[src/rtl/l2_multicast_group_table_core_macros.svh]
// Assertion macros for the multicast group table RTL (used by l2mg_dp).
// Needs nothing else; each file that asserts includes it.
`ifndef L2_MULTICAST_GROUP_TABLE_CORE_MACROS_SVH
`define L2_MULTICAST_GROUP_TABLE_CORE_MACROS_SVH

// Same-cycle implication, disabled while reset is asserted.
`define L2MG_ASSERT_NOW(label, clk, rst_n, ante, cons, msg) \
  label: assert property (@(posedge clk) disable iff (!rst_n) (ante) |-> (cons)) \
    else $error(msg);

// Next-cycle implication, disabled while reset is asserted.
`define L2MG_ASSERT_NEXT(label, clk, rst_n, ante, cons, msg) \
  label: assert property (@(posedge clk) disable iff (!rst_n) (ante) |=> (cons)) \
    else $error(msg);

`endif

[src/rtl/l2mg_pkg.sv]
// Types and constants of the multicast group table.
// Used by l2mg_ctrl, l2mg_dp and the top level; depends on nothing.
package l2mg_pkg;

  localparam logic [1:0] FUNC_INSERT = 2'd0;
  localparam logic [1:0] FUNC_REMOVE = 2'd1;
  localparam logic [1:0] FUNC_SET    = 2'd2;
  localparam logic [1:0] FUNC_GET    = 2'd3;

  // Upper 24 bits of an IPv4 multicast MAC (01:00:5e).
  localparam logic [23:0] MAC_OUI = 24'h01005e;

  typedef enum logic [2:0] {
    ST_IDLE,
    ST_SCAN,
    ST_EXEC,
    ST_SHIFT,
    ST_DONE
  } state_t;

  typedef struct packed {
    logic [31:0] grp;
    logic [11:0] vlan;
    logic [11:0] vidx;
  } entry_t;

  // Controller to datapath.
  typedef struct packed {
    logic load;       // capture the accepted item, restart the scan
    logic scan_en;    // walk the table looking for the first match
    logic exec;       // apply insert / set, latch the result
    logic shift_en;   // close the gap left by a removed entry
    logic shift_end;  // drop the entry count after the shift
    logic finish;     // move the result into the output register
  } cmd_t;

  // Datapath to controller.
  typedef struct packed {
    logic scan_done;
    logic shift_done;
    logic hit;
    logic is_remove;
  } sts_t;

endpackage

[src/rtl/l2mg_ctrl.sv]
// Sequencer of the multicast group table: scan, update, shift and result handoff.
// Depends on l2mg_pkg; drives the datapath l2mg_dp through cmd_t / sts_t.
module l2mg_ctrl (
  input  logic           clk,
  input  logic           rst_n,
  input  logic           in_valid,
  output logic           in_stall,
  output logic           out_valid,
  input  logic           out_stall,
  input  l2mg_pkg::sts_t sts,
  output l2mg_pkg::cmd_t cmd
);
  import l2mg_pkg::*;

  state_t state_r, state_nxt;
  logic   out_valid_r, out_valid_nxt;
  logic   out_free;

  assign out_free  = !out_valid_r || !out_stall;
  assign in_stall  = (state_r != ST_IDLE);
  assign out_valid = out_valid_r;

  always_comb begin
    state_nxt = state_r;
    case (state_r)
      ST_IDLE:  if (in_valid) state_nxt = ST_SCAN;
      ST_SCAN:  if (sts.scan_done) state_nxt = ST_EXEC;
      ST_EXEC:  state_nxt = (sts.is_remove && sts.hit) ? ST_SHIFT : ST_DONE;
      ST_SHIFT: if (sts.shift_done) state_nxt = ST_DONE;
      ST_DONE:  if (out_free) state_nxt = ST_IDLE;
      default:  state_nxt = ST_IDLE;
    endcase
  end

  always_comb begin
    cmd = '0;
    case (state_r)
      ST_IDLE:  cmd.load = in_valid;
      ST_SCAN:  cmd.scan_en = 1'b1;
      ST_EXEC:  cmd.exec = 1'b1;
      ST_SHIFT: begin
        cmd.shift_en  = 1'b1;
        cmd.shift_end = sts.shift_done;
      end
      ST_DONE:  cmd.finish = out_free;
      default:  cmd = '0;
    endcase
  end

  always_comb begin
    out_valid_nxt = out_valid_r;
    if (out_valid_r && !out_stall) out_valid_nxt = 1'b0;
    if (cmd.finish) out_valid_nxt = 1'b1;
  end

  always_ff @(posedge clk) begin
    if (!rst_n) begin
      state_r     <= ST_IDLE;
      out_valid_r <= 1'b0;
    end else begin
      state_r     <= state_nxt;
      out_valid_r <= out_valid_nxt;
    end
  end

endmodule

[src/rtl/l2mg_dp.sv]
// Datapath of the multicast group table: entry memory, scan pointer, match
// logic, entry count and result registers. Depends on l2mg_pkg and the macros.
`include "l2_multicast_group_table_core_macros.svh"

module l2mg_dp #(
  parameter int TABLE_ENTRIES = 64
) (
  input  logic           clk,
  input  logic           rst_n,
  input  logic [1:0]     in_func,
  input  logic [31:0]    in_group_addr,
  input  logic [11:0]    in_vlan_id,
  input  logic [47:0]    in_group_mac,
  input  logic [11:0]    in_vidx,
  input  l2mg_pkg::cmd_t cmd,
  output l2mg_pkg::sts_t sts,
  output logic           out_status,
  output logic [11:0]    out_vidx_out
);
  import l2mg_pkg::*;

  localparam int AW = (TABLE_ENTRIES > 1) ? $clog2(TABLE_ENTRIES) : 1;
  localparam int CW = $clog2(TABLE_ENTRIES + 1);
  localparam logic [CW-1:0] FULL = CW'(TABLE_ENTRIES);

  entry_t mem [TABLE_ENTRIES];

  // item under work
  logic [1:0]  func_r;
  logic [31:0] grp_r;
  logic [11:0] vlan_r;
  logic [47:0] mac_r;
  logic [11:0] vidx_r;

  logic [CW-1:0] count_r, count_nxt;
  logic [CW-1:0] idx_r, idx_nxt;
  logic [CW-1:0] rd_idx_r;
  logic          rd_vld_r, rd_vld_nxt;
  entry_t        rd_data_r;
  logic          hit_r;
  logic [CW-1:0] hit_idx_r;
  entry_t        hit_ent_r;
  logic          res_status_r;
  logic [11:0]   res_vidx_r;
  logic          out_status_r;
  logic [11:0]   out_vidx_r;

  logic          key_hit, mac_hit, by_mac, match_now;
  logic          rd_en, ins_ok;
  logic          wr_en;
  logic [AW-1:0] wr_addr;
  entry_t        wr_data;
  logic [CW-1:0] wr_pos;

  assign key_hit = (rd_data_r.grp == grp_r) && (rd_data_r.vlan == vlan_r);
  assign mac_hit = (rd_data_r.vlan == vlan_r) &&
                   (mac_r == {MAC_OUI, 1'b0, rd_data_r.grp[22:0]});
  assign by_mac  = (func_r == FUNC_SET) || (func_r == FUNC_GET);
  assign match_now = cmd.scan_en && rd_vld_r && !hit_r && (by_mac ? mac_hit : key_hit);

  // stop issuing reads once the first match is seen
  assign rd_en = (cmd.scan_en && !hit_r && !match_now && (idx_r < count_r)) ||
                 (cmd.shift_en && (idx_r < count_r));

  assign ins_ok = (func_r == FUNC_INSERT) && !hit_r && (count_r < FULL);
  assign wr_pos = rd_idx_r - CW'(1);

  always_comb begin
    wr_en   = 1'b0;
    wr_addr = '0;
    wr_data = rd_data_r;
    if (cmd.exec && ins_ok) begin
      wr_en   = 1'b1;
      wr_addr = count_r[AW-1:0];
      wr_data = '{grp: grp_r, vlan: vlan_r, vidx: vidx_r};
    end else if (cmd.exec && (func_r == FUNC_SET) && hit_r) begin
      wr_en   = 1'b1;
      wr_addr = hit_idx_r[AW-1:0];
      wr_data = '{grp: hit_ent_r.grp, vlan: hit_ent_r.vlan, vidx: vidx_r};
    end else if (cmd.shift_en && rd_vld_r) begin
      // move entry down by one slot
      wr_en   = 1'b1;
      wr_addr = wr_pos[AW-1:0];
      wr_data = rd_data_r;
    end
  end

  always_comb begin
    idx_nxt    = idx_r;
    rd_vld_nxt = rd_en;
    if (cmd.load) begin
      idx_nxt    = '0;
      rd_vld_nxt = 1'b0;
    end else if (cmd.exec) begin
      idx_nxt    = hit_idx_r + CW'(1);
      rd_vld_nxt = 1'b0;
    end else if (rd_en) begin
      idx_nxt = idx_r + CW'(1);
    end
  end

  always_comb begin
    count_nxt = count_r;
    if (cmd.exec && ins_ok) count_nxt = count_r + CW'(1);
    else if (cmd.shift_end) count_nxt = count_r - CW'(1);
  end

  always_ff @(posedge clk) begin
    if (wr_en) mem[wr_addr] <= wr_data;
    if (rd_en) rd_data_r <= mem[idx_r[AW-1:0]];
  end

  always_ff @(posedge clk) begin
    if (!rst_n) begin
      count_r  <= '0;
      idx_r    <= '0;
      rd_vld_r <= 1'b0;
      hit_r    <= 1'b0;
    end else begin
      count_r  <= count_nxt;
      idx_r    <= idx_nxt;
      rd_vld_r <= rd_vld_nxt;
      if (cmd.load) hit_r <= 1'b0;
      else if (match_now) hit_r <= 1'b1;
    end
  end

  always_ff @(posedge clk) begin
    if (cmd.load) begin
      func_r <= in_func;
      grp_r  <= in_group_addr;
      vlan_r <= in_vlan_id;
      mac_r  <= in_group_mac;
      vidx_r <= in_vidx;
    end
    if (rd_en) rd_idx_r <= idx_r;
    if (match_now) begin
      hit_idx_r <= rd_idx_r;
      hit_ent_r <= rd_data_r;
    end
    if (cmd.exec) begin
      res_status_r <= (func_r == FUNC_INSERT) && !hit_r && (count_r == FULL);
      res_vidx_r   <= ((func_r == FUNC_GET) && hit_r) ? hit_ent_r.vidx : 12'd0;
    end
    if (cmd.finish) begin
      out_status_r <= res_status_r;
      out_vidx_r   <= res_vidx_r;
    end
  end

  assign sts.scan_done  = !rd_vld_r && (hit_r || (idx_r >= count_r));
  assign sts.shift_done = !rd_vld_r && (idx_r >= count_r);
  assign sts.hit        = hit_r;
  assign sts.is_remove  = (func_r == FUNC_REMOVE);

  assign out_status   = out_status_r;
  assign out_vidx_out = out_vidx_r;

  `L2MG_ASSERT_NOW(a_count_range, clk, rst_n, 1'b1, count_r <= FULL, "entry count above table size")
  `L2MG_ASSERT_NOW(a_wr_in_use, clk, rst_n, wr_en, CW'(wr_addr) <= count_r, "write beyond packed entries")
  `L2MG_ASSERT_NOW(a_no_ins_full, clk, rst_n, cmd.exec && wr_en && (func_r == FUNC_INSERT), count_r < FULL, "insert into a full table")
  `L2MG_ASSERT_NEXT(a_remove_dec, clk, rst_n, cmd.shift_end, count_r == $past(count_r) - CW'(1), "remove did not drop the count")
  `L2MG_ASSERT_NEXT(a_hit_sticky, clk, rst_n, hit_r && !cmd.load, hit_r, "match flag lost before the next item")

endmodule

[src/rtl/l2_multicast_group_table_core.sv]
// Channel  Ports                                              Direction
// in       in_valid/in_stall, in_func, in_group_addr,         item in
//          in_vlan_id, in_group_mac, in_vidx
// out      out_valid/out_stall, out_status, out_vidx_out      result out
//
// Scan: one entry is read per cycle, all count of them on a miss, and k + 1
// when slot k matches first. A remove hit in slot k then moves each later entry
// down one slot; nothing moves when k is the last entry. A new item is taken
// only after the last one has reached the output register.
// Reset: rst_n is synchronous; the table comes up empty with no clearing pass.
// Stalls: a result waits in the output register while the next item is taken;
// a finished item holds in its last step only while that register stays full.
module l2_multicast_group_table_core #(
  parameter int TABLE_ENTRIES = 64
) (
  input  logic        clk,
  input  logic        rst_n,
  input  logic        in_valid,
  output logic        in_stall,
  input  logic [1:0]  in_func,
  input  logic [31:0] in_group_addr,
  input  logic [11:0] in_vlan_id,
  input  logic [47:0] in_group_mac,
  input  logic [11:0] in_vidx,
  output logic        out_valid,
  input  logic        out_stall,
  output logic        out_status,
  output logic [11:0] out_vidx_out
);
  import l2mg_pkg::*;

  cmd_t cmd;
  sts_t sts;

  l2mg_ctrl u_ctrl (
    .clk       (clk),
    .rst_n     (rst_n),
    .in_valid  (in_valid),
    .in_stall  (in_stall),
    .out_valid (out_valid),
    .out_stall (out_stall),
    .sts       (sts),
    .cmd       (cmd)
  );

  l2mg_dp #(
    .TABLE_ENTRIES (TABLE_ENTRIES)
  ) u_dp (
    .clk           (clk),
    .rst_n         (rst_n),
    .in_func       (in_func),
    .in_group_addr (in_group_addr),
    .in_vlan_id    (in_vlan_id),
    .in_group_mac  (in_group_mac),
    .in_vidx       (in_vidx),
    .cmd           (cmd),
    .sts           (sts),
    .out_status    (out_status),
    .out_vidx_out  (out_vidx_out)
  );

endmodule

[config.mk]
export PLATFORM = sky130hd
export DESIGN_NAME = l2_multicast_group_table_core
export DESIGN_NICKNAME = d
export VERILOG_FILES = /design/src/rtl/l2mg_pkg.sv /design/src/rtl/l2mg_ctrl.sv /design/src/rtl/l2mg_dp.sv /design/src/rtl/l2_multicast_group_table_core.sv
export VERILOG_INCLUDE_DIRS = /design/src /design/src/rtl
export SDC_FILE = /design/constraint.sdc
export NUM_CORES = 2
export LEC_CHECK = 0
export BUFFER_PORTS_ARGS = -buffer_cell sky130_fd_sc_hd__buf_2
export CORE_MARGIN = 10
export CORE_UTILIZATION = 55
export DETAILED_ROUTE_END_ITERATION = 8
export GPL_ROUTABILITY_DRIVEN = 0
export MAX_ROUTING_LAYER = met4
export PLACE_DENSITY = 0.73
export SETUP_SLACK_MARGIN = 0.5
export SLEW_MARGIN = 20
export SYNTH_ARGS = -nofsm -noshare
export SYNTH_HDL_FRONTEND = slang
export SYNTH_SLANG_ARGS = --single-unit
[constraint.sdc]
create_clock -name clk -period 5 [get_ports clk]
set_input_delay 0.25 -clock clk [delete_from_list [all_inputs] [get_ports clk]]
set_output_delay 0.25 -clock clk [all_outputs]
set_load 0.02 [all_outputs]
==> metrics.md <==
| Metric | Value |
|---|---|
| Fin. Hold Viols | `0` |
| Slew Limit Fails | `0` |
| Pint | `58.7 mW` |
| Total gr overflow | `0` |
| Chip height | `~540 um` |
| P_sw | `between 15 and 20 mW` |
| Max-slew headroom | `23.6%` |
| Clock tree buffer depth | `4` |
| Fill cell count | `approximately 17,000` |
| Core area | `about 0.27 sq mm` |
| First-pass GRT wire length | `563,000 um` |
| Area grow syn2layout | `14.9%` |
| Pleak | `about 51 nW` |
| Routed WL | `roughly 400,000 um` |
| Fin crit share | `between 80% and 90%` |
| # clock sinks | `3,862` |
| Final instance area | `0.169 sq mm` |
| CP max-delay cell | `buf_4` |
| Hold Path Origin | `in_group_mac[33]` |
| Mux share of post-synthesis cell area | `a little under a fifth` |
| Vias in the first global route | `roughly 72,000` |
| Clock share of power | `37.1%` |
| Most used cell, CP | `buf_4` |
| Min Tclk post-route | `approximately 4400 ps` |
| Synth Instances | `a little under 6,000` |
| Pwr/cell area | `459 mW/mm^2` |
| Worst-Margin Slew | `between 1000 and 1500 ps` |
| Worst-path cell chain | `and2b_1 > nand2_1 > inv_2 > and3_4 > inv_1 > o21ai_0 > nand3_1 > buf_4 > nor2_4 > buf_4` |
| Starting Density | `between 50% and 60%` |
| Post-Place Worst Slack | `687 ps` |
| Asr flop ratio synth | `0%` |
| Critical path type | `reg2reg` |
| Skew-Pair Late Insertion Delay | `just over 900 ps` |
| Simple-Gate Fraction of Synth Area | `less than 1%` |
| Drt first pass iters | `6` |
| Global Route Usage Sum | `28.6%` |
| Largest family of logic cells by synthesized area | `multiplexers` |
| Sequential fraction of the synthesis area | `about 79%` |
| Syn avg cell area | `roughly 25 sq um` |
| Share of layout cells above drive strength 1 | `about a third` |
| Worst Skew | `around 62 ps` |
| Clock Pin Slew Worst Setup and Hold Paths | `70 ps` |
| Die Area | `0.289 sq mm` |
| DP Area | `~0.16 sq mm` |
| Final Setup Violations | `0` |
| WP data required | `5520 ps` |
| CP top delay family | `buffers and inverters` |
| Critical path's largest stage delay | `between 700 and 800 ps` |
| Largest net degree at the start of global routing | `around 110` |
| Peak VDD IR | `around 0.33 mV` |
| Fin util | `between 60% and 70%` |
| Setup TNS Final | `0 ps` |
| CP endpoint kind | `flop` |
| Design Power | `77.6 mW` |
| Root Driver | `clkbuf_16` |
| R2R depth | `10` |
| PostCTS Resize Cnt | `0` |
| Worst Slack Setup Final | `roughly 640 ps` |
| Average routed wire per standard cell | `between 30 and 40 um` |
| Min-Delay Path Depth | `2` |
| PortBufs | `about 120` |
| FMAX | `~230 MHz` |
| I/O Pins | `~130` |
| Hold Crit Class | `in2reg` |
| Unrepaired setup endpoints after global routing | `no` |
| Number of synthesized flops with an enable pin | `roughly 3,800` |
| Post-route ant nets | `0` |
| HPWL after DPL | `~210,000 um` |
| Die X | `~540 um` |
| DRC violations left | `0` |
| Total CTS buffers | `roughly 380` |
| Post-synthesis compound-gate area fraction | `less than 1%` |
| Nets | `around 6,700` |
| Crit path buf inv count | `4` |
| Synthesized cell area | `approximately 0.15 sq mm` |
| Inst Count DP | `around 9,600` |
| Sw Ratio | `24.3%` |
| Flop pwr share | `slightly below 50%` |
| DR iter-0 viols | `11,000` |
| CTS tree | `yes` |
| Status | `finished, final reports clean` |
| Crit path arrival time | `4880 ps` |
| Syn Nets | `around 6,100` |
| Via density | `6.87` |
| Logic pwr share | `between 10% and 20%` |
| Seq cells post-synth | `~3,900` |
| Post-route insts no fill | `around 10,000` |
| FF-to-FF End | `u_dp.mem[11][40]` |
| Cell Rows | `around 190` |
| Synth Area in XOR/XNOR | `less than 1%` |
| Top FF cell, synth | `edfxtp_1` |
| Worst reg2reg startpoint | `u_ctrl.state_r[1]` |
| H-tree depth | `5` |
| Antenna violations before repair | `11` |
| CP startpoint kind | `flop` |
| Reg2reg setup slack | `640 ps` |
| Adder-cell share of the synthesized area | `less than 1%` |
| Max cap viols | `0` |
| Yosys Warn Count | `0` |
| Worst hold slack | `39.7 ps` |
| Crit path max fanout | `42` |
| Hold-critical path endpoint | `u_dp.mac_r[33]` |
| Post-synth cell types | `54` |
| Via count | `71,600` |
layout make-up:
| type | instances | area [sq um] | area share, % |
|---|---|---|---|
| Sequential cell | 3862 | 116000 | 68.5 |
| Multi-Input combinational cell | 1766 | 31200 | 18.4 |
| Clock buffer | 468 | 10200 | 6.01 |
| Timing Repair Buffer | 520 | 5130 | 3.04 |
| Tap cell | 3533 | 4420 | 2.61 |
| Clock inverter | 243 | 2350 | 1.39 |
| Inverter | 19 | 76.3 | 0.0451 |
| Antenna cell | 11 | 27.5 | 0.0163 |
power groups by stage:
stage | clock (mW) | sequential, mW | combinational (mW)
after global placement | 0 | 39.0 | 10.1
after CTS | 29.0 | 38.3 | 10.5
after detailed placement | 0 | 39.0 | 10.3
after global routing | 30.2 | 38.3 | 11.1
after floorplan | 0 | 38.8 | 6.84
final | 28.8 | 38.3 | 10.5
cell families after synthesis:
logic type	count (synthesis)
compound gates	120
xor+xnor	83
fa+ha+maj	15
buf+inv	311
flops	3862
mux	1257
simple gates	291
worst register-to-register path: cells and delay by family, from the launching register on:
| family | cells | cell delay [ps] |
|---|---|---|
| compound gates | 1 | 550 |
| simple gates | 5 | 1360 |
| flops | 1 | 490 |
| buf+inv | 4 | 1420 |
layout by cell type (no fill, tap or decap), types with 14 or more instances in the layout:
cell type / instances
and2_1: 15
buf_12: 97
buf_2: 124
buf_4: 182
bufinv_16: 40
clkbuf_1: 71
clkbuf_16: 394
clkinv_1: 72
clkinv_2: 87
clkinvlp_4: 21
dfxtp_1: 14
dlygate4sd3_1: 115
edfxtp_1: 3842
ha_1: 14
inv_1: 17
mux2_2: 18
mux2i_1: 68
mux4_2: 1161
nand2_1: 89
nand3_1: 21
nand4_1: 15
nor2_1: 27
nor2_4: 65
nor4_1: 15
o21ai_0: 27
o21ai_4: 42
xnor2_1: 46
xor2_1: 37
Yosys cell counts (4+ instances only):
cell type	n	area [sq um]
edfxtp_1	3842	115000
mux4_2	1161	26100
clkbuf_1	161	604
buf_2	110	551
nor2_1	93	349
nand2_1	89	334
o21ai_0	71	355
mux2i_1	68	681
xnor2_1	46	403
xor2_1	37	324
mux2_2	28	315
nand3_1	21	105
dfxtp_1	20	400
inv_1	18	67.6
and2_1	15	93.8
buf_1	15	56.3
nand4_1	15	93.8
nor4_1	15	93.8
a21oi_1	14	70.1
ha_1	14	175
nor3_1	12	60.1
a21o_1	6	45.0
a31oi_1	6	37.5
buf_6	5	56.3
nor2b_1	5	31.3
nor4bb_1	5	50.1
and3_1	4	25.0
nor4b_1	4	35.0
per-layer routing:
metal	vias to the layer above	wire (um)	track usage, %
met2	5309	193000	43.5
met3	988	45000	5.88
li1	27000	-	-
met5	-	0	-
met1	38300	140000	37.5
met4	0	23200	13.5
state kept, by name, summed over array words and instances (netlist names):
signal             flops
u_ctrl.out_valid       1
u_ctrl.state_r         3
u_dp.count_r           7
u_dp.func_r            2
u_dp.grp_r            32
u_dp.hit_ent_r        56
u_dp.hit_idx_r         7
u_dp.hit_r             1
u_dp.idx_r             7
u_dp.mac_r            48
u_dp.mem            3584
u_dp.out_status        1
u_dp.out_vidx_out     12
u_dp.rd_data_r        56
u_dp.rd_idx_r          7
u_dp.rd_vld_r          1
u_dp.res_status_r      1
u_dp.res_vidx_r       12
u_dp.vidx_r           12
u_dp.vlan_r           12
how the worst max path moves through the flow:
stage / start / endpoint / cells past startpoint
final: u_ctrl.state_r[1] / u_dp.mem[11][40] / 10
after floorplan: u_dp.idx_r[0] / u_dp.idx_r[6] / 14
after global routing: u_ctrl.state_r[1] / u_dp.mem[11][40] / 10
after global placement: u_ctrl.state_r[1] / u_dp.mem[50][51] / 9
after detailed placement: u_ctrl.state_r[1] / u_dp.mem[58][46] / 9
after CTS: u_ctrl.state_r[1] / u_dp.mem[50][10] / 10
what timing repair did:
item,in CTS,in global routing
hold buffers,115,0
buffers inserted,0,6
endpoints found under the setup margin,0,95
hold endpoints to repair,126,0
(Power assumes the default switching activity.)
